File: src/rtl/core/clbs_pkg.sv
package clbs_pkg;

  // Request kinds as they arrive on the input channel.
  typedef enum logic [1:0] {
    KIND_INIT  = 2'd0,
    KIND_WRITE = 2'd1,
    KIND_POS   = 2'd2,
    KIND_RSVD  = 2'd3
  } kind_e;

  // Register indexes on the configuration port.
  localparam logic REG_BUS_8BIT  = 1'b0;
  localparam logic REG_TWO_LINE  = 1'b1;
  localparam int   PADDR_W       = 3;

  // Timing constants in microseconds.
  localparam logic [15:0] BYTE_WAIT    = 16'd50;
  localparam logic [15:0] WAIT_1000    = 16'd1000;
  localparam logic [15:0] WAIT_20000   = 16'd20000;
  localparam logic [15:0] POWERUP_WAIT = 16'd60000;

  // Microprogram layout.
  localparam int          PROG_LEN = 17;
  localparam int          PC_W     = $clog2(PROG_LEN);
  localparam logic [PC_W-1:0] PC_INIT  = PC_W'(0);
  localparam logic [PC_W-1:0] PC_WRITE = PC_W'(15);
  localparam logic [PC_W-1:0] PC_POS   = PC_W'(16);

  typedef struct packed {
    logic [1:0] kind;
    logic       register_select;
    logic [7:0] byte_value;
    logic [1:0] line_index;
    logic [7:0] column;
  } in_item_t;

  typedef struct packed {
    logic        strobe_res;
    logic        rs_level;
    logic [7:0]  bus_value;
    logic [15:0] wait_us;
    logic        last;
  } out_item_t;

  // Event kind of one microinstruction.
  typedef enum logic [1:0] {
    OP_WAIT = 2'd0,   // pure wait, no strobe
    OP_RAW  = 2'd1,   // one strobe of the constant, no byte wait
    OP_BYTE = 2'd2    // whole byte or nibble pair, then the byte wait
  } op_e;

  // Where the byte of an OP_BYTE step comes from.
  typedef enum logic [1:0] {
    SRC_CONST = 2'd0,
    SRC_DATA  = 2'd1,  // request data latched at accept
    SRC_FSET  = 2'd2   // function-set command, depends on configuration
  } src_e;

  // Extra hold-off after the step.
  typedef enum logic [2:0] {
    W_NONE    = 3'd0,
    W_1000    = 3'd1,
    W_20000   = 3'd2,
    W_60000   = 3'd3,
    W_1000_N4 = 3'd4   // 1000 only on the four-bit bus
  } wsel_e;

  // Sequencing after the step.
  typedef enum logic [1:0] {
    JMP_NEXT   = 2'd0,
    JMP_ALWAYS = 2'd1,
    JMP_IF8    = 2'd2,
    JMP_END    = 2'd3
  } jmp_e;

  typedef struct packed {
    op_e             op;
    src_e            src;
    logic [7:0]      konst;
    wsel_e           wsel;
    jmp_e            jmp;
    logic [PC_W-1:0] target;
  } ucode_t;

  localparam logic [PC_W-1:0] T_NONE = PC_W'(0);

  // Control store.
  function automatic ucode_t ucode(input logic [PC_W-1:0] pc);
    ucode_t cw;
    unique case (pc)
      // Init: power-up wait, then the four-bit wake-up nibbles.
      PC_W'(0):  cw = '{OP_WAIT, SRC_CONST, 8'h00, W_60000, JMP_IF8, PC_W'(6)};
      PC_W'(1):  cw = '{OP_RAW,  SRC_CONST, 8'h30, W_20000, JMP_NEXT, T_NONE};
      PC_W'(2):  cw = '{OP_RAW,  SRC_CONST, 8'h30, W_1000,  JMP_NEXT, T_NONE};
      PC_W'(3):  cw = '{OP_RAW,  SRC_CONST, 8'h30, W_NONE,  JMP_NEXT, T_NONE};
      PC_W'(4):  cw = '{OP_RAW,  SRC_CONST, 8'h20, W_NONE,  JMP_NEXT, T_NONE};
      PC_W'(5):  cw = '{OP_BYTE, SRC_FSET,  8'h00, W_NONE,  JMP_ALWAYS, PC_W'(10)};
      // Eight-bit wake-up bytes.
      PC_W'(6):  cw = '{OP_BYTE, SRC_CONST, 8'h30, W_20000, JMP_NEXT, T_NONE};
      PC_W'(7):  cw = '{OP_BYTE, SRC_CONST, 8'h30, W_1000,  JMP_NEXT, T_NONE};
      PC_W'(8):  cw = '{OP_BYTE, SRC_CONST, 8'h30, W_NONE,  JMP_NEXT, T_NONE};
      PC_W'(9):  cw = '{OP_BYTE, SRC_FSET,  8'h00, W_NONE,  JMP_NEXT, T_NONE};
      // Common tail of init.
      PC_W'(10): cw = '{OP_BYTE, SRC_CONST, 8'h14, W_NONE,  JMP_NEXT, T_NONE};
      PC_W'(11): cw = '{OP_BYTE, SRC_CONST, 8'h0C, W_NONE,  JMP_NEXT, T_NONE};
      PC_W'(12): cw = '{OP_BYTE, SRC_CONST, 8'h06, W_1000,  JMP_NEXT, T_NONE};
      PC_W'(13): cw = '{OP_BYTE, SRC_CONST, 8'h01, W_NONE,  JMP_NEXT, T_NONE};
      PC_W'(14): cw = '{OP_BYTE, SRC_CONST, 8'h80, W_1000_N4, JMP_END, T_NONE};
      // Write byte and set position share one step shape.
      PC_W'(15): cw = '{OP_BYTE, SRC_DATA,  8'h00, W_NONE,  JMP_END, T_NONE};
      PC_W'(16): cw = '{OP_BYTE, SRC_DATA,  8'h00, W_NONE,  JMP_END, T_NONE};
      default:   cw = '{OP_WAIT, SRC_CONST, 8'h00, W_NONE,  JMP_END, T_NONE};
    endcase
    return cw;
  endfunction

  // DDRAM base address of each display line.
  function automatic logic [7:0] line_base(input logic [1:0] line);
    logic [7:0] base;
    unique case (line)
      2'd0:    base = 8'h80;
      2'd1:    base = 8'hC0;
      2'd2:    base = 8'h94;
      default: base = 8'hD4;
    endcase
    return base;
  endfunction

  // Extra wait selected by a microinstruction.
  function automatic logic [15:0] extra_wait(input wsel_e wsel, input logic bus8);
    logic [15:0] w;
    case (wsel)
      W_1000:    w = WAIT_1000;
      W_20000:   w = WAIT_20000;
      W_60000:   w = POWERUP_WAIT;
      W_1000_N4: w = bus8 ? 16'd0 : WAIT_1000;
      default:   w = 16'd0;
    endcase
    return w;
  endfunction

endpackage

File: src/rtl/core/char_lcd_bus_sequencer.sv
// Channel   | Signals                              | Direction
// ----------+--------------------------------------+----------
// request   | in_valid_i, in_stall_o, in_data_i    | in
// event     | out_valid_o, out_stall_i, out_data_o | out
// config    | psel, penable, pwrite, paddr, pwdata | in (APB)
//
// A request expands into 0 to 17 events, one per cycle while the output is free.
// Init expands into 17 events on a four-bit bus and 10 on an eight-bit bus, a byte
// or position request into 2 or 1, and a reserved kind into none.
// A new request is taken while the final event still waits in the output register.
// Reset returns to idle with bus_8bit 0 and two_line 1.
// A stalled output holds the event and freezes the sequencer.
module char_lcd_bus_sequencer
  import clbs_pkg::*;
(
  input  logic                clk_i,
  input  logic                rst_ni,
  input  logic                in_valid_i,
  output logic                in_stall_o,
  input  in_item_t            in_data_i,
  output logic                out_valid_o,
  input  logic                out_stall_i,
  output out_item_t           out_data_o,
  input  logic                psel,
  input  logic                penable,
  input  logic                pwrite,
  input  logic [PADDR_W-1:0]  paddr,
  input  logic [31:0]         pwdata,
  output logic [31:0]         prdata,
  output logic                pready
);

  logic            bus_8bit_q, two_line_q;
  logic            busy_q, busy_d;
  logic [PC_W-1:0] pc_q, pc_d;
  logic            nib_q, nib_d;
  logic            rs_q, rs_d;
  logic [7:0]      data_q, data_d;
  logic            out_valid_q, out_valid_d;
  out_item_t       out_q, out_d;

  ucode_t      cw;
  logic        in_fire, step_fire, step_final;
  logic [7:0]  src_byte;
  logic [15:0] ext;
  kind_e       kind;

  assign kind = kind_e'(in_data_i.kind);

  // Configuration registers.
  assign pready = 1'b1;
  always_ff @(posedge clk_i or negedge rst_ni) begin
    if (!rst_ni) begin
      bus_8bit_q <= 1'b0;
      two_line_q <= 1'b1;
    end else if (psel && penable && pwrite && pready) begin
      if (paddr[2] == REG_BUS_8BIT) begin
        bus_8bit_q <= pwdata[0];
      end else begin
        two_line_q <= pwdata[0];
      end
    end
  end

  always_comb begin
    prdata = 32'd0;
    if (paddr[2] == REG_TWO_LINE) begin
      prdata[0] = two_line_q;
    end else begin
      prdata[0] = bus_8bit_q;
    end
  end

  // Handshakes: one request at a time, a step runs when the output slot is free.
  assign in_stall_o = busy_q;
  assign in_fire    = in_valid_i && !busy_q;
  assign step_fire  = busy_q && (!out_valid_q || !out_stall_i);

  // Datapath driven by the current control word.
  always_comb begin
    cw  = ucode(pc_q);
    ext = extra_wait(cw.wsel, bus_8bit_q);
    case (cw.src)
      SRC_DATA: src_byte = data_q;
      SRC_FSET: src_byte = bus_8bit_q ? 8'h38 : {4'h2, two_line_q, 3'b000};
      default:  src_byte = cw.konst;
    endcase

    out_d      = out_q;
    step_final = 1'b1;
    case (cw.op)
      OP_WAIT: begin
        out_d.strobe_res = 1'b0;
        out_d.rs_level   = 1'b0;
        out_d.bus_value  = 8'h00;
        out_d.wait_us    = ext;
      end
      OP_RAW: begin
        out_d.strobe_res = 1'b1;
        out_d.rs_level   = 1'b0;
        out_d.bus_value  = cw.konst;
        out_d.wait_us    = ext;
      end
      default: begin
        out_d.strobe_res = 1'b1;
        out_d.rs_level   = (cw.src == SRC_DATA) ? rs_q : 1'b0;
        if (bus_8bit_q) begin
          out_d.bus_value = src_byte;
          out_d.wait_us   = BYTE_WAIT + ext;
        end else if (!nib_q) begin
          out_d.bus_value = {src_byte[7:4], 4'h0};
          out_d.wait_us   = 16'd0;
          step_final      = 1'b0;
        end else begin
          out_d.bus_value = {src_byte[3:0], 4'h0};
          out_d.wait_us   = BYTE_WAIT + ext;
        end
      end
    endcase
    out_d.last = step_final && (cw.jmp == JMP_END);
    if (!step_fire) begin
      out_d = out_q;
    end
  end

  // Step counter, nibble phase and request capture.
  always_comb begin
    busy_d      = busy_q;
    pc_d        = pc_q;
    nib_d       = nib_q;
    rs_d        = rs_q;
    data_d      = data_q;
    out_valid_d = out_valid_q;

    if (!out_stall_i) begin
      out_valid_d = 1'b0;
    end

    if (step_fire) begin
      out_valid_d = 1'b1;
      if (!step_final) begin
        nib_d = 1'b1;
      end else begin
        nib_d = 1'b0;
        case (cw.jmp)
          JMP_END:    busy_d = 1'b0;
          JMP_ALWAYS: pc_d   = cw.target;
          JMP_IF8:    pc_d   = bus_8bit_q ? cw.target : pc_q + PC_W'(1);
          default:    pc_d   = pc_q + PC_W'(1);
        endcase
      end
    end

    if (in_fire) begin
      nib_d = 1'b0;
      unique case (kind)
        KIND_INIT: begin
          busy_d = 1'b1;
          pc_d   = PC_INIT;
          rs_d   = 1'b0;
        end
        KIND_WRITE: begin
          busy_d = 1'b1;
          pc_d   = PC_WRITE;
          rs_d   = in_data_i.register_select;
          data_d = in_data_i.byte_value;
        end
        KIND_POS: begin
          busy_d = 1'b1;
          pc_d   = PC_POS;
          rs_d   = 1'b0;
          data_d = line_base(in_data_i.line_index) + in_data_i.column + 8'hFF;
        end
        default: begin
          busy_d = 1'b0;
        end
      endcase
    end
  end

  always_ff @(posedge clk_i or negedge rst_ni) begin
    if (!rst_ni) begin
      busy_q      <= 1'b0;
      pc_q        <= PC_INIT;
      nib_q       <= 1'b0;
      out_valid_q <= 1'b0;
    end else begin
      busy_q      <= busy_d;
      pc_q        <= pc_d;
      nib_q       <= nib_d;
      out_valid_q <= out_valid_d;
    end
  end

  always_ff @(posedge clk_i) begin
    rs_q   <= rs_d;
    data_q <= data_d;
    out_q  <= out_d;
  end

  assign out_valid_o = out_valid_q;
  assign out_data_o  = out_q;

  // A real request starts the sequencer.
  assert property (@(posedge clk_i) disable iff (!rst_ni)
    in_fire && (kind != KIND_RSVD) |=> busy_q)
    else $error("request accepted but sequencer not started");

  // The final step of a program stops the sequencer.
  assert property (@(posedge clk_i) disable iff (!rst_ni)
    step_fire && step_final && (cw.jmp == JMP_END) |=> !busy_q)
    else $error("sequencer kept running after the final event");

  // A pending low nibble only exists on the four-bit bus during a request.
  assert property (@(posedge clk_i) disable iff (!rst_ni)
    nib_q |-> busy_q && !bus_8bit_q)
    else $error("low nibble pending outside a four-bit transfer");

  // The step counter stays inside the program while running.
  assert property (@(posedge clk_i) disable iff (!rst_ni)
    busy_q |-> (pc_q < PC_W'(PROG_LEN)))
    else $error("step counter left the program");

endmodule

File: config.mk
export PLATFORM = sky130hd
export DESIGN_NAME = char_lcd_bus_sequencer
export DESIGN_NICKNAME = d
export VERILOG_FILES = /design/src/rtl/core/clbs_pkg.sv /design/src/rtl/core/char_lcd_bus_sequencer.sv
export SDC_FILE = /design/constraint.sdc
export NUM_CORES = 1
export LEC_CHECK = 0
export BUFFER_PORTS_ARGS = -buffer_cell sky130_fd_sc_hd__buf_2
export CELL_PAD_IN_SITES_DETAIL_PLACEMENT = 1
export CELL_PAD_IN_SITES_GLOBAL_PLACEMENT = 1
export CORE_MARGIN = 3
export CORE_UTILIZATION = 36
export DETAILED_ROUTE_END_ITERATION = 8
export HOLD_SLACK_MARGIN = 0.15
export PLACE_DENSITY_LB_ADDON = 0.1
export SETUP_SLACK_MARGIN = 0.05
export SYNTH_ARGS = -nofsm -noshare
export SYNTH_HDL_FRONTEND = slang
export SYNTH_SLANG_ARGS = --single-unit
File: constraint.sdc
create_clock -name clk_i -period 3.6 [get_ports clk_i]
set_clock_uncertainty 0.2 [all_clocks]
set_input_delay 0.36 -clock clk_i [delete_from_list [all_inputs] [get_ports clk_i]]
set_output_delay 0.36 -clock clk_i [all_outputs]
set_load 0.03 [all_outputs]
* Word-level counts from Yosys, hierarchy flattened *
Memory sizes are Yosys's and may differ from the RTL's.
Index checks and enable logic that the tools add are counted.

cells by class
  muxes and demuxes = 33
  add/subtract/negate cells = 4
  equality and inequality tests = 15
  bitwise gates (word level) = 1
  reductions and logical operators = 25

operators by type and width
  kind                                                                   count
  16-bit case mux with 4 select lines                                    1
  26-bit case mux with 2 select lines                                    1
  24-bit two-way mux                                                     2
  8-bit case mux with 2 select lines                                     2
  5-bit case mux with 3 select lines                                     2
  5-bit two-way mux                                                      5
  7-bit case mux with 3 select lines                                     1
  6-bit by 16-bit adder with 16-bit output, first input constant         1
  8-bit two-way mux                                                      2
  1-bit two-way mux                                                      15
  2-bit by 1-bit equality test with 1-bit output, second input constant  5
  2-bit equality test, second input constant                             5
  10-bit two-way mux                                                     1
  2-bit nonzero test                                                     5
  8-bit adder                                                            1
  8-bit adder, second input constant                                     1
  2-bit AND reduction                                                    4
  3-bit by 2-bit equality test with 1-bit output, second input constant  2
  2-bit logical NOT                                                      3
  5-bit by 1-bit adder with 5-bit output, second input constant          1
  1-bit logical AND                                                      5
  2-bit OR reduction                                                     2
  3-bit by 1-bit equality test with 1-bit output, second input constant  1
  3-bit equality test, second input constant                             1
  other kinds (7)                                                        9

storage, ports and cells
  memories kept = 1
  register bits = 46
  bits in read-only memories = 608

memories
  name             depth  bits a word  read ports  clocked after Yosys merged registers in  write ports  RTL line        source
  (no name shown)  32     19           1           0                                        0            clbs_pkg.sv:90  unique case (pc)

* Longest topological paths before layout *
An unclocked memory read counts as a cell.

  depth after elaboration = 8
  gate-level depth with buffers = 13
  depth with buffers taken out = 12

* Worst setup path before layout *
OpenSTA, ideal clock, no wires.

  kind = flip-flop to flip-flop
  start = register pc_q[1]
  end = register out_q, in the netlist out_data_o[21] (data pin)
  setup time = 0.262 ns
  slack = 0.847 ns
  stages on the path, launching flop included = 13
  clock period less this slack = 2.753 ns
  buffers on the path = 2
  data required time = 3.138 ns
  arrival = 2.291 ns
  cell sequence = dfrtp_1 -> inv_1 -> ha_1 -> buf_4 -> nor3b_2 -> nand2_1 -> nand2_1 -> ha_1 -> clkbuf_1 -> nor2b_1 -> a32o_1 -> o21ai_0 -> o22ai_1

on the way
  longest elaborated chain between the ends = 6

ends and longest elaborated chain
  what                                                                                          RTL line                       source
  start: declaration                                                                            char_lcd_bus_sequencer.sv:35   logic [PC_W-1:0] pc_q, pc_d;
  start signal: assignment                                                                      char_lcd_bus_sequencer.sv:189  pc_q <= pc_d;
  memory 32 x 19 bit (*)                                                                        --
  2-bit equality test / 2-bit by 1-bit equality test with 1-bit output (equally long branches)  char_lcd_bus_sequencer.sv:83   case (cw.src)
  8-bit case mux with 2 select lines                                                            char_lcd_bus_sequencer.sv:83
  24-bit two-way mux                                                                            char_lcd_bus_sequencer.sv:110  end else if (!nib_q) begin
  24-bit two-way mux                                                                            char_lcd_bus_sequencer.sv:107  if (bus_8bit_q) begin
  26-bit case mux with 2 select lines (*)                                                       char_lcd_bus_sequencer.sv:91   case (cw.op)
  end signal: assignment                                                                        char_lcd_bus_sequencer.sv:198  out_q <= out_d;
  end: declaration                                                                              char_lcd_bus_sequencer.sv:40   out_item_t out_q, out_d;

Mark *: on every way between the ends. The rest lies on a longest branch, timed or not.
A chain may end at the register's enable or synchronous reset.

* Worst setup path in the final report *
  start = register pc_q[0]
  end = register out_q, in the netlist out_data_o[22] (data pin)

The elaborated chain is that of the path after synthesis.

==> impl_results.md <==
* Status: completed
* Max Cap Violations at 0
* Mapped Cells at 324
* Worst-path clk slew at 0.09 ns
* CTS max path bufs at 2
* Final period utilization at 82.0%
* Min cycle time layout at 2.95 ns
* Most frequent CP cell: nand2_1
* Placed insts at 475
* First-pass GRT wire length at 11.5 mm
* Largest net degree at the start of global routing at 24
* Worst Max-Slew Pin Slew at 0.642 ns
* Sum of negative setup slack at 0 ns
* CP max FO at 9
* Worst-skew pair later-pin latency at 0.30 ns
* Post-synth top area share at 30.5%
* Synth Flop Type: edfxtp_1
* Critical path's slowest cell: dfrtp_1
* WL per Instance at 14.5 um
* Root Driver: clkbuf_8
* Critical path type: flop to flop
* Pwr Density at 791 nW/um^2
* CP startpoint kind: flop
* Largest delay contributor family on the critical path: simple AND/OR/NAND/NOR gates
* Fraction of registers with async set/reset at 23.8%
* TritonCTS Buffers at 5
* Number of flops mapped to enable cells by yosys at 32
* Diode count at 0
* Sequential element share of the synthesized area at 38.5%
* Core area at 8340 sq um
* Post-CTS Resized at 0
* Max rail drop VDD at 302 uV
* Slowest stage delay, CP at 0.50 ns
* Via count at 2372
* Post-Syn Area at 3150 sq um
* Die Height at 99.5 um
* Non-Filler Instances at 486
* CTS Hold Bufs at 3
* Leading area contributor after synthesis: edfxtp_1
* CTS tree: done
* Iteration-0 DRC Markers at 92
* CTS sink count at 42
* Post-route DRC violation count at 0
* Initial antenna violation count at 0
* Layout Utilization at 41.9%
* ANT nets after route at 0
* Placer congestion estimate at 0.776
* Pins Over Slew Limit at 0
* Count of different cell masters after synthesis at 59
* Critical path data arrival time at 2.79 ns
* Slew headroom at 57.1%
* Final Hold Fails at 0
* GRT Util Overall at 14.4%
* Area contributors post-synth: edfxtp_1, ha_1, buf_4
* RSZ-0062 raised after global routing: no
* Hold Path Class: primary input to flop
* Post-Place Cell Area at 3380 sq um
* WHS at 0.168 ns
* Vias/cell at 4.88
* Final instance area at 3490 sq um
* Final setup viols at 0
* Worst Path Buf+Inv at 1
* Leak at 1.61 nW
* Ports at 125
* Pre-antenna DRT Iters at 4
* Share of cells above drive strength 1 at 24.9%
* Buffers on Ports at 57
* Synth Register Bits at 42
* CP Cell Sequence: inv_1 -> ha_1 -> nor3b_2 -> nand2_1 -> nand2_1 -> ha_1 -> nor2b_1 -> a32oi_1 -> nand2_1 -> nand2_1 -> o22ai_1
* Worst setup EP type: flop
* Starting Density at 37.7%
* Global route overflow at 0
* Number of global-route vias before repair at 2350
* Worst Path Required at 3.44 ns
* Warnings, synthesis at 0
* Layout overhead on the synthesized area at 11.1%
* FP Rows at 33
* Hpwl dp at 5.64 mm
* Htree depth at 2
* Nets@finish at 469
* Die area at 9900 sq um
* Synthesized area per cell at 9.71 sq um
* Post-CTS Setup Inserts at 0
* Die width at 99.5 um
* Max Freq at 339 MHz
* Post-Route WL at 7.07 mm
==> layout make-up <==
cell class / instances / area [sq um]
Clock buffer: 6 / 72.6
Timing Repair Buffer: 63 / 338
Multi-Input combinational cell: 235 / 1600
Inverter: 33 / 129
Fill cell: 999 / 4850
Sequential cell: 42 / 1210
Tap cell: 105 / 131
Clock inverter: 2 / 13.8
==> stage by stage <==
| stage | power [W] | setup slack (ns) |
|---|---|---|
| global route | 0.00298 | 0.419 |
| floorplan | 0.00212 | 0.847 |
| detailed placement | 0.00248 | 0.666 |
| finish | 0.00276 | 0.649 |
| global placement | 0.00246 | 0.716 |
| CTS | 0.00280 | 0.641 |
==> where the power goes <==
part	leakage (nW)	internal (W)	switching, W
registers	0.428	0.000755	0.000154
clock network	0.0452	0.000137	0.000167
logic	1.14	0.000521	0.00103
==> cells in the final DEF, fill, tap and decap left out, drive strengths merged, types with 6 or more instances in the layout <==
master	instances
a21oi	17
buf	60
clkbuf	6
conb	35
dfrtp	9
edfxtp	32
ha	25
inv	32
mux2	9
nand2	26
nand3	11
nor2	16
nor2b	6
o21ai	23
==> synth_stat cells (3+ instances only) <==
library cell	n
buf_2	4
and3_1	3
inv_1	31
nand2_1	26
mux2_2	9
nor2b_1	6
mux2i_1	3
nand2b_1	4
a21o_1	5
a31oi_1	4
nand3_1	11
nor2_1	16
buf_4	38
o22ai_1	3
ha_1	25
and2_1	4
o21ai_0	19
dfrtp_1	9
xnor2_1	5
clkbuf_1	4
edfxtp_1	32
a21oi_1	15
==> worst register-to-register path: stages (launching register included) <==
cell and delay (ns):
dfrtp_1 0.50, inv_1 0.13, ha_1 0.22, nor3b_2 0.17
nand2_1 0.16, nand2_1 0.11, ha_1 0.42, nor2b_1 0.20
a32oi_1 0.33, nand2_1 0.09, nand2_1 0.08, o22ai_1 0.08
==> kinds of logic (layout without fill, tap and decap cells) <==
family / Yosys count / after routing / share of synthesized area [%]
muxes: 12 / 12 / 4.18
buffers and inverters: 80 / 104 / 14.6
and+or+nand+nor: 81 / 81 / 13.2
AOI/OAI and AO/OA: 74 / 74 / 16.6
other: 2 / 35 / 0.239
xor gates and xnor gates: 7 / 7 / 1.95
DFF: 42 / 42 / 38.5
adders and majority gates: 26 / 26 / 10.6
==> per-layer routing <==
metal	vias up	routed length [um]	GRT usage, %
met4	0	82	3.78
met5	-	0	0
met1	1126	3180	19.1
met3	5	409	2.45
met2	74	3400	24.5
li1	1167	-	-
==> state kept, by name, indices dropped and copies added (netlist names) <==
| name | cells |
|---|---|
| nib_q | 1 |
| out_valid_o | 1 |
| bus_8bit_q | 1 |
| rs_q | 1 |
| out_data_o | 23 |
| two_line_q | 1 |
| data_q | 8 |
| pc_q | 5 |
| in_stall_o | 1 |
==> final timing paths <==
path	startpoint	endpoint	slack, ns	cells after the start
setup reg to reg	pc_q[0]$_DFF_PN0_	out_data_o[22]$_DFFE_PP_	0.65	11
max in group asynchronous	rst_ni	two_line_q$_DFFE_PN1P_	2.67	2
hold / removal	in_data_i[14]	data_q[4]$_DFFE_PP_	0.17	2
setup / recovery	pc_q[0]$_DFF_PN0_	out_data_o[22]$_DFFE_PP_	0.65	11
hold reg to reg	in_stall_o$_DFFE_PN0P_	out_valid_o$_DFFE_PN0P_	0.36	1
min in group asynchronous	rst_ni	pc_q[3]$_DFF_PN0_	0.25	2
No activity file was read; power rests on OpenSTA's default activity.
